[config.mk]
export PLATFORM = sky130hd
export DESIGN_NAME = sysex_chunk_deframer_7to8
export DESIGN_NICKNAME = d
export VERILOG_FILES = /design/src/rtl/sxdf_pkg.sv /design/src/rtl/sxdf_step.sv /design/src/rtl/sysex_chunk_deframer_7to8.sv
export SDC_FILE = /design/constraint.sdc
export NUM_CORES = 1
export LEC_CHECK = 0
export BUFFER_PORTS_ARGS = -buffer_cell sky130_fd_sc_hd__buf_2
export CORE_ASPECT_RATIO = 0.8
export CORE_MARGIN = 2
export CORE_UTILIZATION = 55
export CTS_BUF_LIST = sky130_fd_sc_hd__clkbuf_16
export CTS_CLUSTER_DIAMETER = 120
export DETAILED_ROUTE_END_ITERATION = 16
export PLACE_DENSITY_LB_ADDON = 0.25
export SLEW_MARGIN = 10
export SYNTH_ARGS = -nofsm -noshare
export SYNTH_HDL_FRONTEND = slang
export SYNTH_HIERARCHICAL = 1
export SYNTH_SLANG_ARGS = --single-unit
[constraint.sdc]
create_clock -name clk -period 2.95 [get_ports clk]
set_input_delay 0 -clock clk [delete_from_list [all_inputs] [get_ports clk]]
set_output_delay 0 -clock clk [all_outputs]
set_load 0.01 [all_outputs]
[src/rtl/sxdf_pkg.sv]
// Shared types and constants for the SysEx chunk deframer.
// Used by sxdf_step and sysex_chunk_deframer_7to8; depends on nothing else.
package sxdf_pkg;

    localparam logic [7:0] END_BYTE     = 8'hF7;
    localparam logic [7:0] START_BYTE   = 8'hF0;
    localparam logic [7:0] START_SECOND = 8'h01;
    localparam logic [6:0] CMD_MULTI_A  = 7'h01;
    localparam logic [6:0] CMD_MULTI_B  = 7'h03;
    localparam logic [6:0] SUB_MULTI    = 7'h01;
    localparam logic [7:0] HIGH_BIT     = 8'h80;

    typedef enum logic [2:0] {
        HDR_START  = 3'd0,
        HDR_SECOND = 3'd1,
        HDR_SEQ    = 3'd2,
        HDR_SKIP   = 3'd3,
        HDR_CMD    = 3'd4,
        HDR_SUB    = 3'd5,
        HDR_DATA   = 3'd6
    } hdr_pos_t;

    typedef enum logic [1:0] {
        KIND_DATA = 2'd0,
        KIND_EOM  = 2'd1,
        KIND_BAD  = 2'd2
    } kind_t;

    typedef struct packed {
        hdr_pos_t    hdr_pos;
        logic [2:0]  group_idx;
        logic [6:0]  mask;
        logic [6:0]  cmd;
        logic [6:0]  sub;
        logic [6:0]  seq;
        logic [1:0]  dec_count;
        logic [7:0]  chunk_total;
        logic [7:0]  chunk_index;
        logic        discarding;
    } dfr_state_t;

    typedef struct packed {
        logic        valid;
        kind_t       kind;
        logic [7:0]  payload;
        logic [6:0]  cmd;
        logic [6:0]  sub;
        logic [6:0]  seq;
    } dfr_result_t;

endpackage

[src/rtl/sxdf_step.sv]
// Next-state and result logic for one stream byte of the deframer.
// Purely combinational; uses the types and constants of sxdf_pkg.
module sxdf_step
(
    input  sxdf_pkg::dfr_state_t  state,
    input  logic [7:0]            stream_byte,
    output sxdf_pkg::dfr_state_t  state_next,
    output sxdf_pkg::dfr_result_t result
);

    logic [2:0] bit_idx;
    logic       mask_bit;
    logic [7:0] dec_val;
    logic       is_multi;
    logic       multi_done;

    assign bit_idx  = state.group_idx - 3'd1;
    assign mask_bit = state.mask[bit_idx];
    assign dec_val  = mask_bit ? (stream_byte | sxdf_pkg::HIGH_BIT) : stream_byte;
    assign is_multi = ((state.cmd == sxdf_pkg::CMD_MULTI_A) ||
                       (state.cmd == sxdf_pkg::CMD_MULTI_B)) &&
                      (state.sub == sxdf_pkg::SUB_MULTI);
    assign multi_done = (state.dec_count >= 2'd2) &&
                        (state.chunk_index == (state.chunk_total - 8'd1));

    always_comb
    begin
        state_next     = state;
        result.valid   = 1'b0;
        result.kind    = sxdf_pkg::KIND_DATA;
        result.payload = 8'd0;
        result.cmd     = 7'd0;
        result.sub     = 7'd0;
        result.seq     = 7'd0;

        if (state.discarding)
        begin
            if (stream_byte == sxdf_pkg::END_BYTE)
            begin
                state_next.discarding = 1'b0;
                state_next.hdr_pos    = sxdf_pkg::HDR_START;
            end
        end
        else
        begin
            case (state.hdr_pos)
                sxdf_pkg::HDR_START,
                sxdf_pkg::HDR_SECOND:
                begin
                    if ((state.hdr_pos == sxdf_pkg::HDR_START &&
                         stream_byte == sxdf_pkg::START_BYTE) ||
                        (state.hdr_pos == sxdf_pkg::HDR_SECOND &&
                         stream_byte == sxdf_pkg::START_SECOND))
                    begin
                        state_next.hdr_pos = (state.hdr_pos == sxdf_pkg::HDR_START) ?
                                             sxdf_pkg::HDR_SECOND : sxdf_pkg::HDR_SEQ;
                    end
                    else
                    begin
                        state_next.hdr_pos    = sxdf_pkg::HDR_START;
                        state_next.discarding = (stream_byte != sxdf_pkg::END_BYTE);
                        result.valid          = 1'b1;
                        result.kind           = sxdf_pkg::KIND_BAD;
                    end
                end
                sxdf_pkg::HDR_SEQ,
                sxdf_pkg::HDR_SKIP,
                sxdf_pkg::HDR_CMD,
                sxdf_pkg::HDR_SUB:
                begin
                    if (stream_byte == sxdf_pkg::END_BYTE)
                    begin
                        state_next.hdr_pos = sxdf_pkg::HDR_START;
                    end
                    else
                    begin
                        case (state.hdr_pos)
                            sxdf_pkg::HDR_SEQ:
                            begin
                                state_next.seq     = stream_byte[6:0];
                                state_next.hdr_pos = sxdf_pkg::HDR_SKIP;
                            end
                            sxdf_pkg::HDR_SKIP:
                            begin
                                state_next.hdr_pos = sxdf_pkg::HDR_CMD;
                            end
                            sxdf_pkg::HDR_CMD:
                            begin
                                state_next.cmd     = stream_byte[6:0];
                                state_next.hdr_pos = sxdf_pkg::HDR_SUB;
                            end
                            default:
                            begin
                                state_next.sub       = stream_byte[6:0];
                                state_next.group_idx = 3'd0;
                                state_next.mask      = 7'd0;
                                state_next.dec_count = 2'd0;
                                state_next.hdr_pos   = sxdf_pkg::HDR_DATA;
                            end
                        endcase
                    end
                end
                sxdf_pkg::HDR_DATA:
                begin
                    if (stream_byte == sxdf_pkg::END_BYTE)
                    begin
                        state_next.hdr_pos = sxdf_pkg::HDR_START;
                        if (!is_multi || multi_done)
                        begin
                            result.valid = 1'b1;
                            result.kind  = sxdf_pkg::KIND_EOM;
                            result.cmd   = state.cmd;
                            result.sub   = state.sub;
                            result.seq   = state.seq;
                        end
                    end
                    else if (state.group_idx == 3'd0)
                    begin
                        state_next.mask      = stream_byte[6:0];
                        state_next.group_idx = 3'd1;
                    end
                    else
                    begin
                        state_next.group_idx = state.group_idx + 3'd1;
                        if (state.dec_count != 2'd3)
                        begin
                            state_next.dec_count = state.dec_count + 2'd1;
                        end
                        if (is_multi && state.dec_count != 2'd3)
                        begin
                            if (state.dec_count == 2'd0)
                            begin
                                state_next.chunk_total = dec_val;
                            end
                            else if (state.dec_count == 2'd1)
                            begin
                                state_next.chunk_index = dec_val;
                            end
                        end
                        else
                        begin
                            result.valid   = 1'b1;
                            result.kind    = sxdf_pkg::KIND_DATA;
                            result.payload = dec_val;
                            result.cmd     = state.cmd;
                            result.sub     = state.sub;
                            result.seq     = state.seq;
                        end
                    end
                end
                default:
                begin
                    state_next.hdr_pos = sxdf_pkg::HDR_START;
                end
            endcase
        end
    end

endmodule

[src/rtl/sysex_chunk_deframer_7to8.sv]
// Top level of the SysEx chunk deframer with 7-bit to 8-bit unpacking.
// Depends on sxdf_pkg and instantiates sxdf_step.
//
// Usage: raw stream bytes enter on the input channel (in_valid, in_ready,
// stream_byte), one byte per transaction. Chunks run from F0 01 through
// sequence, spare, command and subcommand bytes to a closing F7. Results
// leave on the output channel (out_valid, out_ready) with kind, payload,
// command, subcommand and sequence_res. A byte yields zero or one result.
// An accepted byte sits in an input register; on the next edge at which
// the result register is free or being drained, the byte is decoded and
// its result, if any, is loaded. A result reaches out_valid by way of the
// input register and then the result register, and one byte per cycle is
// sustained while the receiver keeps out_ready high. The decode step is a
// single pass of small compares and counter updates on the chunk state.
// When the receiver stalls, one finished result waits in the result
// register and one more byte is still taken into the input register;
// after that in_ready drops until the result is taken. Bytes that give no
// result pass through even while the result register is full.
// Reset clears the chunk state, so the block then awaits an F0, and
// empties both registers.
module sysex_chunk_deframer_7to8
(
    input  logic        clk,
    input  logic        rst_n,
    input  logic        in_valid,
    output logic        in_ready,
    input  logic [7:0]  stream_byte,
    output logic        out_valid,
    input  logic        out_ready,
    output logic [1:0]  kind,
    output logic [7:0]  payload,
    output logic [6:0]  command,
    output logic [6:0]  subcommand,
    output logic [6:0]  sequence_res
);

    sxdf_pkg::dfr_state_t  state_reg;
    sxdf_pkg::dfr_state_t  state_next;
    sxdf_pkg::dfr_result_t step_result;
    sxdf_pkg::dfr_result_t res_reg;
    logic                  in_valid_reg;
    logic [7:0]            in_byte_reg;
    logic                  advance;

    sxdf_step u_step
    (
        .state       (state_reg),
        .stream_byte (in_byte_reg),
        .state_next  (state_next),
        .result      (step_result)
    );

    assign advance  = in_valid_reg &&
                      (!res_reg.valid || out_ready || !step_result.valid);
    assign in_ready = !in_valid_reg || advance;

    always_ff @(posedge clk or negedge rst_n)
    begin
        if (!rst_n)
        begin
            in_valid_reg <= 1'b0;
        end
        else if (in_ready)
        begin
            in_valid_reg <= in_valid;
        end
    end

    always_ff @(posedge clk)
    begin
        if (in_ready && in_valid)
        begin
            in_byte_reg <= stream_byte;
        end
    end

    always_ff @(posedge clk or negedge rst_n)
    begin
        if (!rst_n)
        begin
            state_reg <= '0;
        end
        else if (advance)
        begin
            state_reg <= state_next;
        end
    end

    always_ff @(posedge clk or negedge rst_n)
    begin
        if (!rst_n)
        begin
            res_reg <= '0;
        end
        else if (advance && step_result.valid)
        begin
            res_reg <= step_result;
        end
        else if (out_ready)
        begin
            res_reg.valid <= 1'b0;
        end
    end

    assign out_valid    = res_reg.valid;
    assign kind         = res_reg.kind;
    assign payload      = res_reg.payload;
    assign command      = res_reg.cmd;
    assign subcommand   = res_reg.sub;
    assign sequence_res = res_reg.seq;

`ifndef SYNTH
    a_discard_awaits_start: assert property (@(posedge clk) disable iff (!rst_n)
        state_reg.discarding |-> (state_reg.hdr_pos == sxdf_pkg::HDR_START))
        else $error("Discarding while not awaiting a chunk start.");

    a_bad_has_no_header: assert property (@(posedge clk) disable iff (!rst_n)
        (out_valid && kind == sxdf_pkg::KIND_BAD) |->
        (payload == 8'd0 && command == 7'd0 && subcommand == 7'd0 &&
         sequence_res == 7'd0))
        else $error("Bad chunk start result carries header or payload bits.");

    a_eom_no_payload: assert property (@(posedge clk) disable iff (!rst_n)
        (out_valid && kind == sxdf_pkg::KIND_EOM) |-> (payload == 8'd0))
        else $error("End of message result carries a payload.");

    a_stall_blocks_input: assert property (@(posedge clk) disable iff (!rst_n)
        (in_valid_reg && res_reg.valid && !out_ready && step_result.valid) |->
        !in_ready)
        else $error("Input taken while a pending result cannot be stored.");

    a_result_loaded: assert property (@(posedge clk) disable iff (!rst_n)
        (advance && step_result.valid) |=> out_valid)
        else $error("Decoded result was not presented on the output.");
`endif

endmodule

==> flow_summary.json, run 1 <==
{
  "worst_pin_slew_ns": 0.784,
  "die-area_mm2": 0.0110,
  "worstPathRequired_ns": 3.17,
  "clock_latency_ns": 0.34,
  "finalMaxSlewViolations": 0,
  "reg2reg_from": "state_reg[9]$_DFFE_PN0P_",
  "io_pins": 45,
  "synthSimpleGateAreaFrac_pct": 14.0,
  "ys_warn_count": 6,
  "place.gp.congestion": 0.846,
  "areaGrowthSynthToFinish_pct": 15.0,
  "first_pass_iters": 6,
  "root_buffer": "clkbuf_16",
  "post-route-drc-count": 0,
  "grt_pass1_vias": 3926,
  "async_reset_ff_share_pct": 91.5,
  "clock_skew_ns": 0.00596,
  "synth_top_family_by_area": "multiplexers",
  "ys_ff_latch": 94,
  "slew-limit-headroom_pct": 47.7,
  "final_area_mm2": 0.00643,
  "synth_compound_area_share_pct": 9.79,
  "syn_area_mm2": 0.00560,
  "die_w_um": 117,
  "ys_seq_area_share_pct": 42.8,
  "synthFlopType": "dfrtp_1",
  "finalCriticalPeriod_ns": 2.81,
  "wl_um": 12500,
  "portBuffers": 44,
  "crit_arrival_ns": 3.03,
  "synthXorXnorAreaFrac_pct": 1.81,
  "diodes": 0,
  "hold_class": "input port to async pin",
  "status": "completed",
  "start_util_pct": 57.3,
  "dpl_cell_area_mm2": 0.00599,
  "p_total_w": 0.00297,
  "nets": 549,
  "layout_commonest_cell": "mux2_2",
  "crit_path_start": "state_reg[9]$_DFFE_PN0P_",
  "viasPerCell": 5.88,
  "synthAdderAreaFrac_pct": 1.34,
  "fill_cells": 763,
  "syn_avg_cell_area_um2": 12.1,
  "cts_tree": "built",
  "power_density_mw_per_mm2": 462,
  "clkTransAtPathRegs_ns": 0.06,
  "ant_nets": 0,
  "grt.overflow.total": 0,
  "die_h_um": 94.2,
  "vias": 3950,
  "cp-end-kind": "flip-flop",
  "numCtsBuffers": 9,
  "grt_max_degree": 87,
  "clockBufferDepth": 2,
  "gr-usage-all-layers_pct": 24.3,
  "cts_max_level": 3,
  "setup_viol_count_final": 0,
  "worstSetupStartpointType": "flip-flop",
  "fin_crit_sh_pct": 95.1,
  "rows": 32,
  "finalHoldViolCount": 0,
  "p_leak_nw": 3.01,
  "worstSetupPathType": "flip-flop to flip-flop",
  "wl_per_cell_um": 18.6,
  "core_mm2": 0.00977,
  "place_hpwl_um": 8280,
  "largest_reg_flops": 53,
  "synth_nets": 479,
  "ys_types": 79,
  "drive_gt1_share_pct": 46.1,
  "peakVddDrop_v": 0.000444,
  "numClockSinks": 94,
  "antenna_found_initial": 1,
  "maxCapViolations": 0,
  "reg2reg_depth": 12,
  "max_freq_mhz": 356,
  "muxShareOfSynthArea_pct": 25.1,
  "mostFrequentLayoutCells": "115 x mux2_2, 86 x dfrtp_1, 43 x buf_2, 32 x nand2_1, 30 x buf_4",
  "grt_pass1_wl_um": 20200,
  "netlist_instances": 461,
  "synth_edf_count": 8,
  "drt_iter0_markers": 271,
  "path_max_fanout": 23,
  "rsz0062_at_grt": "false"
}
[metal layers]
| metal | track usage [%] | share of wire [%] | routed length (um) |
|---|---|---|---|
| met1 | 34.0 | 47 | 5930 |
| met3 | 4.26 | 4.5 | 562 |
| met5 | 0 | 0 | 0 |
| met4 | 6.86 | 1.3 | 157 |
| met2 | 38.8 | 47 | 5830 |
[logic make-up (layout without fill, tap and decap cells)]
| logic type | Yosys count | after routing |
|---|---|---|
| AND/OR/NAND/NOR | 124 | 125 |
| AO/OA/AOI/OAI | 60 | 60 |
| flip-flops | 94 | 94 |
| adder cells (fa/ha/maj) | 6 | 6 |
| multiplexers | 124 | 124 |
| buffers and inverters | 43 | 117 |
| XOR/XNOR | 10 | 10 |
[per-stage QoR]
step / instances / setup WS [ns] / setup TNS (ns) / hold WS (ns) / utilization, %
after floorplan: 461 / 0.0989 / 0 / -0.296 / -
final: 672 / 0.144 / 0 / 0.303 / 65.9
after global placement: 641 / 0.0258 / 0 / 0.176 / 61.3
after CTS: 669 / 0.0824 / 0 / 0.359 / 65.2
after global routing: 672 / 0.0273 / 0 / 0.379 / 65.9
after detailed placement: 641 / -0.0913 / -2.38 / 0.178 / 61.3
[path summary, 6_finish.rpt]
kind / endpoint / slack, ns
setup / recovery: state_reg[34]$_DFFE_PN0P_ / 0.14
hold / removal: state_reg[13]$_DFFE_PN0P_ / 0.30
setup reg to reg: state_reg[34]$_DFFE_PN0P_ / 0.14
hold reg to reg: subcommand[2]$_DFFE_PN0P_ / 0.49
max in group asynchronous: kind[1]$_DFFE_PN0P_ / 2.13
min in group clk: in_byte_reg[3]$_DFFE_PP_ / 0.37
[cells in the mapped netlist, types with 5 or more instances]
| cell | n | area share, % |
|---|---|---|
| o32ai_2 | 9 | 2.6 |
| and2_1 | 10 | 1.1 |
| edfxtp_1 | 8 | 4.3 |
| o21ai_0 | 8 | 0.72 |
| mux2_2 | 115 | 23 |
| nand2_1 | 32 | 2.1 |
| ha_1 | 6 | 1.3 |
| nand3_1 | 7 | 0.63 |
| buf_6 | 11 | 2.2 |
| a21oi_1 | 7 | 0.63 |
| nor3_1 | 5 | 0.45 |
| a22o_1 | 8 | 1.3 |
| nor3b_1 | 8 | 1.1 |
| mux2_1 | 7 | 1.4 |
| inv_1 | 12 | 0.80 |
| nor2_1 | 19 | 1.3 |
| dfrtp_1 | 86 | 38 |
| xor2_1 | 6 | 0.94 |
| buf_4 | 9 | 1.2 |
| clkbuf_2 | 5 | 0.45 |
[repair_timing]
item / 4_1_cts / 5_1_grt
hold endpoints to repair: 96 / 0
endpoints found under the setup margin: 31 / 62
pin swaps: 1 / 2
buffers inserted: 0 / 3
gates cloned: 1 / 0
resized for setup: 1 / 2
hold buffers: 11 / 0
[worst max-delay path, cell delays in order (launching register included)]
cell and delay [ns]:
dfrtp_1 0.34, inv_1 0.05, ha_1 0.25, o21bai_1 0.20, a211o_2 0.36, o2111ai_2 0.10, o221ai_2 0.14, o22ai_1 0.19
buf_4 0.16, inv_1 0.06, o21ai_4 0.20, buf_6 0.27, mux2_2 0.38
[area by class of cell]
cell class                      count  area (um2)  area share, %
Multi-Input combinational cell    325        2930           45.5
Inverter                           12        45.0          0.700
Clock inverter                      7        40.0          0.622
Tap cell                          136         170           2.64
Clock buffer                        9         225           3.50
Timing Repair Buffer               89         633           9.84
Sequential cell                    94        2390           37.2
[report_power, final]
part	internal [W]	switching [W]	total, W
Combinational	0.000220	0.000232	0.000452
Sequential	0.00138	0.0000864	0.00147
Clock	0.000567	0.000489	0.00106
Total	0.00217	0.000807	0.00297
(Power assumes the default switching activity.)
==> run 2: changes to the inputs <==
--- a/config.mk
+++ b/config.mk
@@ -5,14 +5,13 @@
 export SDC_FILE = /design/constraint.sdc
 export NUM_CORES = 1
 export LEC_CHECK = 0
-export BUFFER_PORTS_ARGS = -buffer_cell sky130_fd_sc_hd__buf_2
+export BUFFER_PORTS_ARGS = -buffer_cell sky130_fd_sc_hd__buf_4
 export CORE_ASPECT_RATIO = 0.8
 export CORE_MARGIN = 2
 export CORE_UTILIZATION = 55
 export CTS_BUF_LIST = sky130_fd_sc_hd__clkbuf_16
-export CTS_CLUSTER_DIAMETER = 120
 export DETAILED_ROUTE_END_ITERATION = 16
-export PLACE_DENSITY_LB_ADDON = 0.25
+export PLACE_DENSITY = 0.77
 export SLEW_MARGIN = 10
 export SYNTH_ARGS = -nofsm -noshare
 export SYNTH_HDL_FRONTEND = slang
==> run 2 against run 1 <==
  * Flip-flop and latch count unchanged
  * Register-to-register slack about the same
  * Maximum frequency decreased by 0.40%
  * First-iteration DRC count increased by 23%
  * Utilization increased by 1.8 points
  * Routed wire length increased by 2.0%
  * Non-clock buffer count unchanged
  * Hold slack got worse by 0.11 ns
  * Combinational power increased by 0.9%
  * Design area increased by 2.7%
  * Via count decreased by 1.2%
  * Count of clock-buffer cells in the layout unchanged
  * Critical path type unchanged
==> flow_summary.json, run 2 (synthesis results as in run 1) <==
{
  "status": "completed",
  "numCtsBuffers": 9,
  "drt_iter0_markers": 334,
  "cts_tree": "built",
  "cp-end-kind": "flip-flop",
  "clock_latency_ns": 0.34,
  "drive_gt1_share_pct": 46.0,
  "io_pins": 45,
  "wl_um": 12700,
  "reg2reg_depth": 10,
  "mostFrequentLayoutCells": "115 x mux2_2, 86 x dfrtp_1, 74 x buf_4, 32 x nand2_1, 19 x nor2_1",
  "place_hpwl_um": 8300,
  "die-area_mm2": 0.0110,
  "grt_max_degree": 45,
  "crit_path_start": "in_byte_reg[5]$_DFFE_PP_",
  "die_w_um": 117,
  "layout_commonest_cell": "mux2_2",
  "power_density_mw_per_mm2": 486,
  "rows": 32,
  "core_mm2": 0.00977,
  "areaGrowthSynthToFinish_pct": 18.1,
  "hold_class": "input port to async pin",
  "finalMaxSlewViolations": 0,
  "reg2reg_from": "in_byte_reg[5]$_DFFE_PP_",
  "clockBufferDepth": 2,
  "gr-usage-all-layers_pct": 24.8,
  "p_total_w": 0.00321,
  "cts_max_level": 3,
  "start_util_pct": 57.3,
  "max_freq_mhz": 355,
  "utilization_pct": 67.7,
  "clock_skew_ns": 0.00865,
  "path_max_fanout": 31,
  "worstPathRequired_ns": 3.17,
  "grt.overflow.total": 0,
  "root_buffer": "clkbuf_16",
  "portBuffers": 44,
  "diodes": 0,
  "grt_pass1_wl_um": 20600,
  "antenna_found_initial": 0,
  "finalCriticalPeriod_ns": 2.82,
  "worstSetupPathType": "flip-flop to flip-flop",
  "worstSetupStartpointType": "flip-flop",
  "fill_cells": 719,
  "r2r_end": "state_reg[33]$_DFFE_PN0P_",
  "dpl_cell_area_mm2": 0.00611,
  "viasPerCell": 5.82,
  "wl_per_cell_um": 19.0,
  "slew-limit-headroom_pct": 60.9,
  "ant_nets": 0,
  "maxCapViolations": 0,
  "die_h_um": 94.2,
  "post-route-drc-count": 0,
  "crit_arrival_ns": 3.04,
  "tns_ns": 0,
  "final_area_mm2": 0.00661,
  "worst_pin_slew_ns": 0.586,
  "first_pass_iters": 4,
  "r2r_setup_slack_ns": 0.13,
  "grt_pass1_vias": 3992,
  "numClockSinks": 94,
  "rsz0062_at_grt": "false",
  "vias": 3904,
  "place.gp.congestion": 0.864,
  "p_leak_nw": 3.05,
  "clkTransAtPathRegs_ns": 0.06,
  "nets": 549,
  "finalHoldViolCount": 0,
  "setup_viol_count_final": 0,
  "peakVddDrop_v": 0.000404,
  "largest_reg_flops": 53,
  "fin_crit_sh_pct": 95.5,
  "timing.hold.ws_ns": 0.195
}
[run 2: repair_timing]
action | CTS | global route
cloned | 1 | 0
hold endpoints to repair | 52 | 0
endpoints found under the setup margin | 31 | 84
buffers inserted | 0 | 2
pin swaps | 1 | 2
hold buffers | 11 | 0
resized for setup | 1 | 1
[run 2: how the worst max path moves through the flow]
stage	depth (start not counted)	to	slack [ns]
finish	10	state_reg[33]$_DFFE_PN0P_	0.13
global route	10	state_reg[34]$_DFFE_PN0P_	0.002
CTS	10	payload[7]$_DFFE_PN0P_	0.16
detailed placement	10	subcommand[4]$_DFFE_PN0P_	-0.02
global placement	10	subcommand[5]$_DFFE_PN0P_	0.06
floorplan	13	state_reg[10]$_DFFE_PN0P_	0.1
[run 2: where the power goes]
part	switching, W	internal, W
logic	0.000227	0.000229
registers	0.0000883	0.00138
clock network	0.000474	0.000816
total	0.000789	0.00242
[run 2: cell type report]
type                            count  area (um2)  share of cell area [%]
Multi-Input combinational cell    325        2930                    44.3
Timing Repair Buffer               89         746                    11.3
Tap cell                          136         170                    2.57
Inverter                           12        45.0                   0.681
Sequential cell                    94        2390                    36.2
Clock inverter                      6         103                    1.55
Clock buffer                        9         225                    3.41
[run 2: per-layer routing]
metal	up-vias	share of wire, %	GRT usage (%)
li1	1831	-	-
met1	1944	46	34.0
met2	111	47	39.8
met3	18	5.5	4.71
met4	0	1.7	7.75
met5	-	0	0
[run 2: metrics by stage]
stage	setup slack, ns	instances
after floorplan	0.0989	461
after global placement	0.0642	642
after detailed placement	-0.0183	642
after CTS	0.156	669
after global routing	0.00171	671
final	0.133	671
[run 2: worst max-delay path, stage by stage (launching register included)]
cell and delay (ns):
edfxtp_1 0.49, nand4_2 0.22, or3_1 0.37, a21o_1 0.22
a311oi_1 0.42, o22ai_1 0.16, buf_4 0.16, inv_1 0.09
o21ai_4 0.09, buf_12 0.19, mux2_2 0.29
